$ cat config.mk
export PLATFORM = sky130hd
export DESIGN_NAME = disk_cscan_request_scheduler
export DESIGN_NICKNAME = d
export VERILOG_FILES = /design/src/hdl/cscan_pkg.sv /design/src/hdl/cscan_ram.sv /design/src/hdl/cscan_ctrl.sv /design/src/hdl/cscan_dpath.sv /design/src/hdl/disk_cscan_request_scheduler.sv
export SDC_FILE = /design/constraint.sdc
export NUM_CORES = 1
export LEC_CHECK = 0
export BUFFER_PORTS_ARGS = -buffer_cell sky130_fd_sc_hd__buf_2
export CORE_MARGIN = 2
export CORE_UTILIZATION = 45
export DETAILED_ROUTE_END_ITERATION = 7
export SYNTH_ARGS = -nofsm -noshare
export SYNTH_HDL_FRONTEND = slang
export SYNTH_HIERARCHICAL = 1
export SYNTH_SLANG_ARGS = --single-unit
$ cat constraint.sdc
create_clock -name clk -period 6.5 [get_ports clk]
set_input_delay 0.65 -clock clk [delete_from_list [all_inputs] [get_ports clk]]
set_output_delay 0.65 -clock clk [all_outputs]
set_load 0.005 [all_outputs]
$ cat src/hdl/cscan_pkg.sv
// Shared types and constants of the C-SCAN disk request scheduler.
// Used by the controller, the datapath, the top level and the checker.
// No dependencies.
package cscan_pkg;

	// Field widths
	localparam int W_FUNC    = 2;
	localparam int W_OWNER   = 6;
	localparam int W_TRACK   = 16;
	localparam int W_TMO     = 16;
	localparam int W_OUTCOME = 3;

	// Most timeout results one tick may give
	localparam int MAX_RESULTS = 16;
	localparam int CNT_W       = $clog2(MAX_RESULTS + 1);

	typedef logic [W_FUNC-1:0]    func_t;
	typedef logic [W_OUTCOME-1:0] outcome_t;

	// Function codes
	localparam func_t FN_REQUEST = 2'd0;
	localparam func_t FN_RELEASE = 2'd1;
	localparam func_t FN_TICK    = 2'd2;

	// Outcome codes
	localparam outcome_t OUT_GRANTED = 3'd0;
	localparam outcome_t OUT_QUEUED  = 3'd1;
	localparam outcome_t OUT_TIMEOUT = 3'd2;
	localparam outcome_t OUT_FULL    = 3'd3;
	localparam outcome_t OUT_IDLE    = 3'd4;

	// One slot word in the slot RAM
	typedef struct packed {
		logic [W_OWNER-1:0] owner;
		logic [W_TRACK-1:0] trk;
		logic [W_TMO-1:0]   rem;
	} slot_t;

	// Controller states
	typedef enum logic [1:0] {
		ST_IDLE,
		ST_SCAN,
		ST_DRAIN,
		ST_DONE
	} state_t;

	// Controller to datapath commands
	typedef struct packed {
		logic accept;
		logic scan_step;
		logic finish;
	} cmd_t;

	// Datapath to controller status
	typedef struct packed {
		logic last_idx;
	} sts_t;

endpackage

$ cat src/hdl/cscan_ram.sv
// Generic single write port, single read port RAM with registered read.
// Holds the slot words of the scheduler. No dependencies.
module cscan_ram #(
	parameter int WIDTH = 8,
	parameter int DEPTH = 16
) (
	input  logic                     clk,
	input  logic                     we,
	input  logic [$clog2(DEPTH)-1:0] waddr,
	input  logic [WIDTH-1:0]         wdata,
	input  logic                     re,
	input  logic [$clog2(DEPTH)-1:0] raddr,
	output logic [WIDTH-1:0]         rdata
);
	logic [WIDTH-1:0] mem_q [DEPTH];
	logic [WIDTH-1:0] rdata_q;

	// Write port
	always_ff @(posedge clk) begin
		if (we) begin
			mem_q[waddr] <= wdata;
		end
	end

	// Registered read port
	always_ff @(posedge clk) begin
		if (re) begin
			rdata_q <= mem_q[raddr];
		end
	end

	assign rdata = rdata_q;

endmodule

$ cat src/hdl/cscan_ctrl.sv
// Controller state machine of the C-SCAN scheduler: sequences the slot scan.
// Depends on cscan_pkg.
module cscan_ctrl (
	input  logic           clk,
	input  logic           arst_n,
	input  logic           start,
	input  cscan_pkg::func_t func,
	input  cscan_pkg::sts_t  sts,
	output cscan_pkg::cmd_t  cmd,
	output logic           busy
);
	import cscan_pkg::*;

	state_t state_q;
	state_t state_d;

	// Advance state
	always_ff @(posedge clk or negedge arst_n) begin
		if (!arst_n) begin
			state_q <= ST_IDLE;
		end else begin
			state_q <= state_d;
		end
	end

	// Next state
	always_comb begin
		state_d = state_q;
		case (state_q)
			ST_IDLE: begin
				if (start && (func inside {FN_RELEASE, FN_TICK})) begin
					state_d = ST_SCAN;
				end
			end
			ST_SCAN: begin
				if (sts.last_idx) begin
					state_d = ST_DRAIN;
				end
			end
			ST_DRAIN: begin
				state_d = ST_DONE;
			end
			ST_DONE: begin
				state_d = ST_IDLE;
			end
			default: begin
				state_d = ST_IDLE;
			end
		endcase
	end

	// Drive commands
	always_comb begin
		cmd.accept    = 1'b0;
		cmd.scan_step = 1'b0;
		cmd.finish    = 1'b0;
		busy          = 1'b1;
		case (state_q)
			ST_IDLE: begin
				cmd.accept = start;
				busy       = 1'b0;
			end
			ST_SCAN: begin
				cmd.scan_step = 1'b1;
			end
			ST_DRAIN: begin
			end
			ST_DONE: begin
				cmd.finish = 1'b1;
			end
			default: begin
			end
		endcase
	end

endmodule

$ cat src/hdl/cscan_dpath.sv
// Datapath of the C-SCAN scheduler: slot store, scan compare, result register.
// Depends on cscan_pkg and cscan_ram.
module cscan_dpath #(
	parameter int QUEUE_DEPTH = 16
) (
	input  logic                                clk,
	input  logic                                arst_n,
	input  cscan_pkg::cmd_t                     cmd,
	output cscan_pkg::sts_t                     sts,
	input  cscan_pkg::func_t                    func,
	input  logic [cscan_pkg::W_OWNER-1:0]       requester,
	input  logic [cscan_pkg::W_TRACK-1:0]       request_track,
	input  logic [cscan_pkg::W_TMO-1:0]         timeout_ms,
	output logic                                strobe,
	output cscan_pkg::outcome_t                 outcome,
	output logic [cscan_pkg::W_OWNER-1:0]       who,
	output logic [cscan_pkg::W_TRACK-1:0]       track,
	output logic                                last
);
	import cscan_pkg::*;

	localparam int AW = $clog2(QUEUE_DEPTH);

	// Control state
	logic [QUEUE_DEPTH-1:0] valid_q, valid_d;
	logic                   busy_q, busy_d;
	logic [W_TRACK-1:0]     cur_q, cur_d;
	func_t                  func_q, func_d;
	logic [AW-1:0]          idx_q, idx_d;
	logic                   rd_vld_s1;
	logic                   up_fnd_q, up_fnd_d;
	logic                   all_fnd_q, all_fnd_d;
	logic                   pend_vld_q, pend_vld_d;
	logic [CNT_W-1:0]       cnt_q, cnt_d;
	logic                   stb_q, stb_d;

	// Payload state
	logic [QUEUE_DEPTH-1:0] upper_q, upper_d;
	logic [AW-1:0]          rd_idx_s1;
	logic [AW-1:0]          up_idx_q, up_idx_d, all_idx_q, all_idx_d;
	logic [W_TRACK-1:0]     up_trk_q, up_trk_d, all_trk_q, all_trk_d;
	logic [W_OWNER-1:0]     up_who_q, up_who_d, all_who_q, all_who_d;
	logic [W_OWNER-1:0]     pend_who_q, pend_who_d;
	logic [W_TRACK-1:0]     pend_trk_q, pend_trk_d;
	outcome_t               oc_q, oc_d;
	logic [W_OWNER-1:0]     who_q, who_d;
	logic [W_TRACK-1:0]     trk_q, trk_d;
	logic                   last_q, last_d;

	// Slot RAM ports
	logic                   we;
	logic [AW-1:0]          waddr;
	slot_t                  wdata;
	logic [$bits(slot_t)-1:0] rdata;
	slot_t                  rd_word;

	// Free slot search
	logic                   free_found;
	logic [AW-1:0]          free_idx;

	cscan_ram #(
		.WIDTH($bits(slot_t)),
		.DEPTH(QUEUE_DEPTH)
	) u_ram (
		.clk  (clk),
		.we   (we),
		.waddr(waddr),
		.wdata(wdata),
		.re   (cmd.scan_step),
		.raddr(idx_q),
		.rdata(rdata)
	);

	assign rd_word      = slot_t'(rdata);
	assign sts.last_idx = (idx_q == AW'(QUEUE_DEPTH - 1));

	// Find lowest free slot
	always_comb begin
		free_found = 1'b0;
		free_idx   = '0;
		for (int i = QUEUE_DEPTH - 1; i >= 0; i--) begin
			if (!valid_q[i]) begin
				free_found = 1'b1;
				free_idx   = AW'(i);
			end
		end
	end

	// Next state of store, scan and result
	always_comb begin
		valid_d    = valid_q;
		upper_d    = upper_q;
		busy_d     = busy_q;
		cur_d      = cur_q;
		func_d     = func_q;
		idx_d      = idx_q;
		up_fnd_d   = up_fnd_q;
		up_idx_d   = up_idx_q;
		up_trk_d   = up_trk_q;
		up_who_d   = up_who_q;
		all_fnd_d  = all_fnd_q;
		all_idx_d  = all_idx_q;
		all_trk_d  = all_trk_q;
		all_who_d  = all_who_q;
		pend_vld_d = pend_vld_q;
		pend_who_d = pend_who_q;
		pend_trk_d = pend_trk_q;
		cnt_d      = cnt_q;
		stb_d      = 1'b0;
		oc_d       = oc_q;
		who_d      = who_q;
		trk_d      = trk_q;
		last_d     = last_q;
		we         = 1'b0;
		waddr      = free_idx;
		wdata      = '{owner: requester, trk: request_track, rem: timeout_ms};

		// Take a new item; a request completes at once
		if (cmd.accept) begin
			func_d     = func;
			idx_d      = '0;
			up_fnd_d   = 1'b0;
			all_fnd_d  = 1'b0;
			pend_vld_d = 1'b0;
			cnt_d      = '0;
			if (func == FN_REQUEST) begin
				stb_d  = 1'b1;
				last_d = 1'b1;
				who_d  = requester;
				trk_d  = request_track;
				if (!busy_q) begin
					busy_d = 1'b1;
					cur_d  = request_track;
					oc_d   = OUT_GRANTED;
				end else if (free_found) begin
					valid_d[free_idx] = 1'b1;
					upper_d[free_idx] = (request_track >= cur_q);
					we                = 1'b1;
					oc_d              = OUT_QUEUED;
				end else begin
					oc_d = OUT_FULL;
				end
			end
		end

		// Advance scan address
		if (cmd.scan_step) begin
			idx_d = idx_q + 1'b1;
		end

		// Examine the slot read last cycle
		if (rd_vld_s1 && valid_q[rd_idx_s1]) begin
			if (func_q == FN_RELEASE) begin
				if (upper_q[rd_idx_s1] && (!up_fnd_q || rd_word.trk < up_trk_q)) begin
					up_fnd_d = 1'b1;
					up_idx_d = rd_idx_s1;
					up_trk_d = rd_word.trk;
					up_who_d = rd_word.owner;
				end
				if (!all_fnd_q || rd_word.trk < all_trk_q) begin
					all_fnd_d = 1'b1;
					all_idx_d = rd_idx_s1;
					all_trk_d = rd_word.trk;
					all_who_d = rd_word.owner;
				end
			end else if (func_q == FN_TICK && rd_word.rem != '0) begin
				if (rd_word.rem == W_TMO'(1)) begin
					// Drop expired waiter; hold it until the next one tells if it is final
					if (cnt_q < CNT_W'(MAX_RESULTS)) begin
						valid_d[rd_idx_s1] = 1'b0;
						cnt_d              = cnt_q + 1'b1;
						if (pend_vld_q) begin
							stb_d  = 1'b1;
							oc_d   = OUT_TIMEOUT;
							who_d  = pend_who_q;
							trk_d  = pend_trk_q;
							last_d = 1'b0;
						end
						pend_vld_d = 1'b1;
						pend_who_d = rd_word.owner;
						pend_trk_d = rd_word.trk;
					end
				end else begin
					we        = 1'b1;
					waddr     = rd_idx_s1;
					wdata     = rd_word;
					wdata.rem = rd_word.rem - 1'b1;
				end
			end
		end

		// Close the scan: grant, go idle or flush the held timeout
		if (cmd.finish) begin
			if (func_q == FN_RELEASE) begin
				stb_d  = 1'b1;
				last_d = 1'b1;
				if (up_fnd_q) begin
					valid_d[up_idx_q] = 1'b0;
					busy_d            = 1'b1;
					cur_d             = up_trk_q;
					oc_d              = OUT_GRANTED;
					who_d             = up_who_q;
					trk_d             = up_trk_q;
				end else if (all_fnd_q) begin
					// Swap sets: every waiter joins the upper set
					upper_d            = upper_q | valid_q;
					valid_d[all_idx_q] = 1'b0;
					busy_d             = 1'b1;
					cur_d              = all_trk_q;
					oc_d               = OUT_GRANTED;
					who_d              = all_who_q;
					trk_d              = all_trk_q;
				end else begin
					busy_d = 1'b0;
					oc_d   = OUT_IDLE;
					who_d  = '0;
					trk_d  = '0;
				end
			end else if (func_q == FN_TICK && pend_vld_q) begin
				stb_d      = 1'b1;
				oc_d       = OUT_TIMEOUT;
				who_d      = pend_who_q;
				trk_d      = pend_trk_q;
				last_d     = 1'b1;
				pend_vld_d = 1'b0;
			end
		end
	end

	// Control registers
	always_ff @(posedge clk or negedge arst_n) begin
		if (!arst_n) begin
			valid_q    <= '0;
			busy_q     <= 1'b0;
			cur_q      <= '0;
			func_q     <= FN_REQUEST;
			idx_q      <= '0;
			rd_vld_s1  <= 1'b0;
			up_fnd_q   <= 1'b0;
			all_fnd_q  <= 1'b0;
			pend_vld_q <= 1'b0;
			cnt_q      <= '0;
			stb_q      <= 1'b0;
		end else begin
			valid_q    <= valid_d;
			busy_q     <= busy_d;
			cur_q      <= cur_d;
			func_q     <= func_d;
			idx_q      <= idx_d;
			rd_vld_s1  <= cmd.scan_step;
			up_fnd_q   <= up_fnd_d;
			all_fnd_q  <= all_fnd_d;
			pend_vld_q <= pend_vld_d;
			cnt_q      <= cnt_d;
			stb_q      <= stb_d;
		end
	end

	// Payload registers
	always_ff @(posedge clk) begin
		upper_q    <= upper_d;
		rd_idx_s1  <= idx_q;
		up_idx_q   <= up_idx_d;
		up_trk_q   <= up_trk_d;
		up_who_q   <= up_who_d;
		all_idx_q  <= all_idx_d;
		all_trk_q  <= all_trk_d;
		all_who_q  <= all_who_d;
		pend_who_q <= pend_who_d;
		pend_trk_q <= pend_trk_d;
		oc_q       <= oc_d;
		who_q      <= who_d;
		trk_q      <= trk_d;
		last_q     <= last_d;
	end

	assign strobe  = stb_q;
	assign outcome = oc_q;
	assign who     = who_q;
	assign track   = trk_q;
	assign last    = last_q;

endmodule

$ cat src/hdl/disk_cscan_request_scheduler.sv
// Top level of the C-SCAN disk request scheduler.
// Depends on cscan_pkg, cscan_ctrl, cscan_dpath (and through it cscan_ram).
//
// Usage:
//   Input channel: an item (func, requester, request_track, timeout_ms) is
//   taken at a rising edge with start high and busy low.
//   Result channel: each result shows on outcome, who, track and last for
//   exactly one cycle with strobe high; last marks the final result of the
//   item. The receiver cannot stall the block, so results are never held.
//   Timing:
//   - request: one result in the cycle after acceptance; busy stays low,
//     so a new item can be taken every cycle.
//   - release and tick: the waiter slots are scanned one per cycle through
//     the single read port of the slot RAM; busy is high in the states SCAN,
//     DRAIN and DONE, and the next item is taken once busy is low again.
//     A release gives its single result in the first cycle with busy low; a tick
//     gives its timeouts during the scan, the final one in that same cycle.
//   - function code 3 gives no result and leaves busy low.
//   Reset: the disk is idle, the current track is zero and all slots are
//   empty; slot contents are used only after they are written.
module disk_cscan_request_scheduler #(
	parameter int QUEUE_DEPTH = 16
) (
	input  logic                          clk,
	input  logic                          arst_n,
	input  logic                          start,
	output logic                          busy,
	input  cscan_pkg::func_t              func,
	input  logic [cscan_pkg::W_OWNER-1:0] requester,
	input  logic [cscan_pkg::W_TRACK-1:0] request_track,
	input  logic [cscan_pkg::W_TMO-1:0]   timeout_ms,
	output logic                          strobe,
	output cscan_pkg::outcome_t           outcome,
	output logic [cscan_pkg::W_OWNER-1:0] who,
	output logic [cscan_pkg::W_TRACK-1:0] track,
	output logic                          last
);
	import cscan_pkg::*;

	cmd_t cmd;
	sts_t sts;

	cscan_ctrl u_ctrl (
		.clk   (clk),
		.arst_n(arst_n),
		.start (start),
		.func  (func),
		.sts   (sts),
		.cmd   (cmd),
		.busy  (busy)
	);

	cscan_dpath #(
		.QUEUE_DEPTH(QUEUE_DEPTH)
	) u_dpath (
		.clk          (clk),
		.arst_n       (arst_n),
		.cmd          (cmd),
		.sts          (sts),
		.func         (func),
		.requester    (requester),
		.request_track(request_track),
		.timeout_ms   (timeout_ms),
		.strobe       (strobe),
		.outcome      (outcome),
		.who          (who),
		.track        (track),
		.last         (last)
	);

endmodule

## After elaboration in Yosys (flattened, before gate mapping)

Memory sizes are Yosys's and may differ from the RTL's. A register that Yosys moved wholly into a read port is not among the register bits.
Cells that the tools add are included.

| word-level totals | value |
|---|---|
| output and inout bits | 28 |
| flip-flop bits (word level) | 171 |
| ROM bits | 0 |
| RAM bits | 608 |
| logic and storage cells | 276 |
| latch bits | 0 |
| memories kept | 1 |
| input port bits | 43 |

Memory list:

| name | words | bits a word | read ports | clocked after Yosys merged registers in | wr ports | RTL line | RTL |
|---|---|---|---|---|---|---|---|
| u_dpath.u_ram.mem_q | 16 | 38 | 1 | 1 | 1 | cscan_ram.sv:15 | `logic [WIDTH-1:0] mem_q [DEPTH];` |

| cells by class | value |
|---|---|
| reduce and logical (&&, ||, !) cells | 22 |
| shifts and indexed selects | 0 |
| equality and inequality tests | 11 |
| magnitude comparators | 12 |
| multipliers | 0 |
| multiplexer cells | 192 |
| $add $sub $neg | 3 |
| bitwise operators | 9 |
| div/mod/pow operators | 0 |

Operator list:

| operator | count |
|---|---|
| $mux W16 | 41 |
| $mux W38 | 4 |
| $mux W4 | 22 |
| $mux W1 | 81 |
| $mux W6 | 13 |
| $and A16 B16 Y16 | 3 |
| $not A16 Y16 | 3 |
| $mux W3 | 14 |
| $lt A16 B16 Y1 | 2 |
| $or A16 B16 Y16 | 2 |
| $mux W5 | 6 |
| $lt A4 B5 Y1 const B | 4 |
| $bwmux W16 | 1 |
| $demux W1 S4 | 4 |
| $eq A16 B1 Y1 const B | 1 |
| $ge A16 B16 Y1 | 1 |
| $ge A4 B1 Y1 const B | 4 |
| $reduce_bool A16 Y1 | 1 |
| $sub A16 B1 Y16 const B | 1 |
| $logic_and A1 B1 Y1 | 9 |
| $bmux W1 S4 | 2 |
| $eq A2 B2 Y1 const B | 4 |
| $pmux W2 S4 | 1 |
| $eq A2 B1 Y1 const B | 3 |
| 15 further kinds | 22 |

## Depth between registers and ports, before layout

| logic depth | value |
|---|---|
| word-level depth | 36 |
| gate-level depth with buffers | 11 |
| mapped depth without buffers | 9 |

## Modules after synthesis

The synthesis kept the hierarchy.

By module, submodules not included:

| module | area an instance (µm²) | times used | cells an instance | seq. area each (µm²) |
|---|---|---|---|---|
| cscan_ram | 23950.5 | 1 | 989 | 19398.6 |
| cscan_dpath | 9603.0 | 1 | 952 | 4369.2 |
| cscan_ctrl | 185.2 | 1 | 18 | 50.0 |

## Worst setup path before layout

OpenSTA, ideal clock, no wires.

| timing path | value |
|---|---|
| path type | reg-to-reg |
| from | register u_dpath.rd_idx_s1[1] |
| to | memory u_dpath/u_ram/mem_q[0][0] in the netlist's numbering, enable pin |
| data arrival time | 5240 ps |
| path slack | 780 ps |
| setup time | 480 ps |
| path buffers | 3 |
| period minus slack after synthesis | 5720 ps |
| stages on the path, launching flop included | 12 |
| data required time | 6020 ps |
| path through | dfxtp_1 buf_4 mux4_2 nor2_1 or4_1 buf_2 a21oi_4 buf_6 a211oi_1 a21o_1 or3b_2 nor3_1 |

| on the way | value |
|---|---|
| elaborated cells between the ends (all ways) | 10 |
| classes of those cells | 9 x mux; 1 x reduce/logical |

RTL lines:

| element | RTL line | RTL |
|---|---|---|
| from (decl) | cscan_dpath.sv:39 | `logic [AW-1:0] rd_idx_s1;` |
| from (signal assigned) | cscan_dpath.sv:262 | `rd_idx_s1 <= idx_q;` |
| $bmux W1 S4 | cscan_dpath.sv:152 | `if (rd_vld_s1 && valid_q[rd_idx_s1]) begin` |
| $mux W1 (not written as such) | cscan_dpath.sv:152 |  |
| $logic_and A1 B1 Y1 | cscan_dpath.sv:152 |  |
| $mux W4 | cscan_dpath.sv:152 |  |
| named net u_dpath.waddr[2] | cscan_dpath.sv:52 | `logic [AW-1:0] waddr;` |
| to (decl) | cscan_ram.sv:15 |  |

The timed path passes the listed nets, and every way through them passes these cells. The select of a mux whose other input is x is not followed.

## Final worst setup path

| timing path | value |
|---|---|
| from | register u_dpath.rd_idx_s1[3] |
| to | memory u_dpath/u_ram/mem_q[2][22] in the netlist's numbering, enable pin |

The elaborated chain is that of the path after synthesis.

==> impl_metrics.ini <==
[critical_path]
end_kind = flop
cp_max_fo = 61
crit_type = reg2reg
worstPathArrival_ns = 5.13
startpoint_type = flop
critPathRequiredTime_ns = 6.79

[route]
drtPass1Iterations = 5
drt-initial-drc-count = 1839
wl_mm = 81.3
ant_nets = 0
wl_per_cell_um = 26.2
viasPerCell = 6.02
drc_errors = 0
vias = 18686

[logic_synthesis]
netlist_instances = 1959
synth_top_area_cell = edfxtp_1
syn_area_per_cell_um2 = 17.2
synth_top_area_share_pct = 64.1
ys_seq_area_share_pct = 70.6
synth_flop_cell = edfxtp_1
synth-async-reset-ratio_pct = 6.24
synth_edf_count = 720
syn_area_um2 = 33700
synthTopCellsByArea = edfxtp_1 (64%), mux4_2 (11%), dfrtp_1 (3.8%), dfxtp_1 (2.7%), a22oi_1 (2.1%)
yosysMostFrequentCell = edfxtp_1
synth_cell_types = 74
ys_ff_latch = 817
netlist_top_cells_count = edfxtp_1 (720), mux4_2 (159), nand2_1 (108), a22oi_1 (94), nor2_1 (73)
syn_nets = 2057
yosysWarnings = 6

[clocking]
clk_pin_slew_worst_paths_ns = 0.06
cts-buffers-inserted = 85
clock_latency_ns = 0.65
cts_max_level = 3
clock-sinks = 817
cts-resized-gates = 0
cts_tree = built
clockRootBuffer = clkbuf_16
cts_hold_buf = 0
postCtsSetupBuffers = 0
ctsLongestPathBuffers = 3

[floorplanning]
io_pins = 71
core_area_um2 = 74300
rows = 100
start_util_pct = 45.4
die-height_um = 278
die_w_um = 278
die_area_um2 = 77200

[timing]
finClkSkew_ns = 0.0467
drv_slew = 0
slew_headroom_pct = 11.5
setup_tns_ns = 0
hold_ws_ns = 0.133
finalSetupViolations = 0
fmax_ghz = 0.207
final.min_clock_period_ns = 4.84
rsz0062_at_grt = false
worst_pin_slew_ns = 1.33
final_hold_viol_count = 0
layout_worst_path_cycle_share_pct = 74.4

[layout]
nets = 2166
layout-drive-gt1-share_pct = 22.3
antenna_cells = 0
areaGrowthSynthToFinish_pct = 13.1
instances_no_fill = 3106
fillers = 6096
final_util_pct = 51.4
stdcell_area_um2 = 38200

[power_and_ir_drop]
p_seq_share_pct = 44.0
sw_frac_of_total_pct = 30.9
power_switching_mw = 4.84
internal_power_mw = 10.8
p_leak_nw = 12.8
combPwrFrac_pct = 25.6
pwr-share-clk_pct = 30.5
powerDensity_nw_per_um2 = 410
vdd_ir_drop_max_v = 0.000289

[placed_design]
gp_congestion = 0.900
place.detailed.hpwl_mm = 52.0
dp.cells = 2950
dpl_cell_area_um2 = 35400
port-buffer-count = 70

[grt]
first_global_vias = 18892
grt_antenna_before_repair = 1
grt_pass1_wl_mm = 122
track_usage_pct = 21.2
grt_overflow_total = 0
grt_max_degree = 148

[outcome]
outcome = finished clean

[min_path]
holdCritPathClass = in2async

[job]
maxCapViolCount = 0
[worst max-delay path: stages (launching register included)]
cell      delay (ns)
dfxtp_1         0.67
mux4_2          0.33
nor2_1          0.05
or4_1           0.69
a21oi_4         0.18
buf_4           0.59
a211oi_1        0.12
a21o_1          0.28
or3b_2          0.62
nor2_4          0.44
buf_4           0.50
[power by group through the flow]
| stage | Clock, mW | Combinational, mW | Sequential [mW] |
|---|---|---|---|
| 5_1_grt | 5.07 | 4.35 | 6.95 |
| 6_report | 4.77 | 4.01 | 6.89 |
| 4_1_cts | 4.87 | 4.03 | 6.89 |
| 3_5_place_dp | 0 | 4.02 | 6.99 |
| 3_3_place_gp | 0 | 3.95 | 6.97 |
| 2_1_floorplan | 0 | 2.81 | 6.77 |
[final cells by class]
cell class / instances / area (µm²) / area share [%]
multi-input combinational: 982 / 9360 / 24.5
clock buffer: 110 / 2260 / 5.93
inverter: 63 / 236 / 0.619
sequential: 817 / 23800 / 62.4
clock inverter: 46 / 499 / 1.31
tap: 969 / 1210 / 3.18
timing repair buffer: 119 / 781 / 2.05
[stage by stage]
step / total power, mW / setup WS [ns]
detailed placement: 11.0 / 1.65
finish: 15.7 / 1.66
floorplan: 9.59 / 0.780
global placement: 10.9 / 1.71
global route: 16.4 / 1.44
CTS: 15.8 / 1.64
[layout by cell type, fill, tap and decap left out, types with 44 or more instances in the layout]
cell,count
o21ai_0,63
inv_1,63
a22oi_1,94
mux2i_1,52
clkbuf_16,86
nand2_1,108
dfrtp_1,49
mux4_2,159
buf_4,44
edfxtp_1,720
nor2_1,57
ha_1,54
a21oi_1,61
dfxtp_1,46
buf_2,70
[sequential cells by signal, indices dropped and copies added (netlist names), 2 cells and up]
register             cells
u_dpath/u_ram/mem_q    608
u_dpath/all_who_q        6
u_dpath/cnt_q            5
u_dpath/u_ram/rdata     38
u_dpath/track           16
u_ctrl/state_q           2
u_dpath/idx_q            4
u_dpath/rd_idx_s1        4
u_dpath/up_who_q         6
u_dpath/up_idx_q         4
u_dpath/func_q           2
u_dpath/pend_who_q       6
u_dpath/all_idx_q        4
u_dpath/pend_trk_q      16
u_dpath/cur_q           16
u_dpath/up_trk_q        16
u_dpath/outcome          3
u_dpath/upper_q         16
u_dpath/all_trk_q       16
u_dpath/who              6
u_dpath/valid_q         16
[worst paths after layout]
| check | startpoint | to | slack [ns] | cells past startpoint |
|---|---|---|---|---|
| min | arst_n | u_dpath/cur_q[10] | 0.13 | 2 |
| max reg2reg | u_dpath/rd_idx_s1[3] | u_dpath/u_ram/mem_q[2][22] | 1.66 | 10 |
| max in group asynchronous | arst_n | u_dpath/idx_q[1] | 5.78 | 2 |
| min reg2reg | u_dpath/all_who_q[4] | u_dpath/who[4] | 0.46 | 2 |
| max | u_dpath/rd_idx_s1[3] | u_dpath/u_ram/mem_q[2][22] | 1.66 | 10 |
| min in group clk | request_track[0] | u_dpath/cur_q[0] | 0.37 | 3 |
[kinds of logic after synthesis]
kind of cell / share of synthesized area [%]
buffers and inverters: 2.18
muxes: 13.1
adders and majority gates: 2.04
DFF: 70.6
xor gates and xnor gates: 0.363
and+or+nand+nor: 4.72
AOI/OAI and AO/OA: 6.97
[metal layers]
| metal | track usage [%] | vias up | share of wire [%] |
|---|---|---|---|
| li1 | - | 8102 | - |
| met1 | 31.5 | 9744 | 45 |
| met2 | 32.7 | 720 | 46 |
| met3 | 3.18 | 120 | 6.7 |
| met4 | 6.17 | 0 | 2.5 |
| met5 | 0 | - | 0 |
Note: power is estimated with default switching activity, not from simulation.
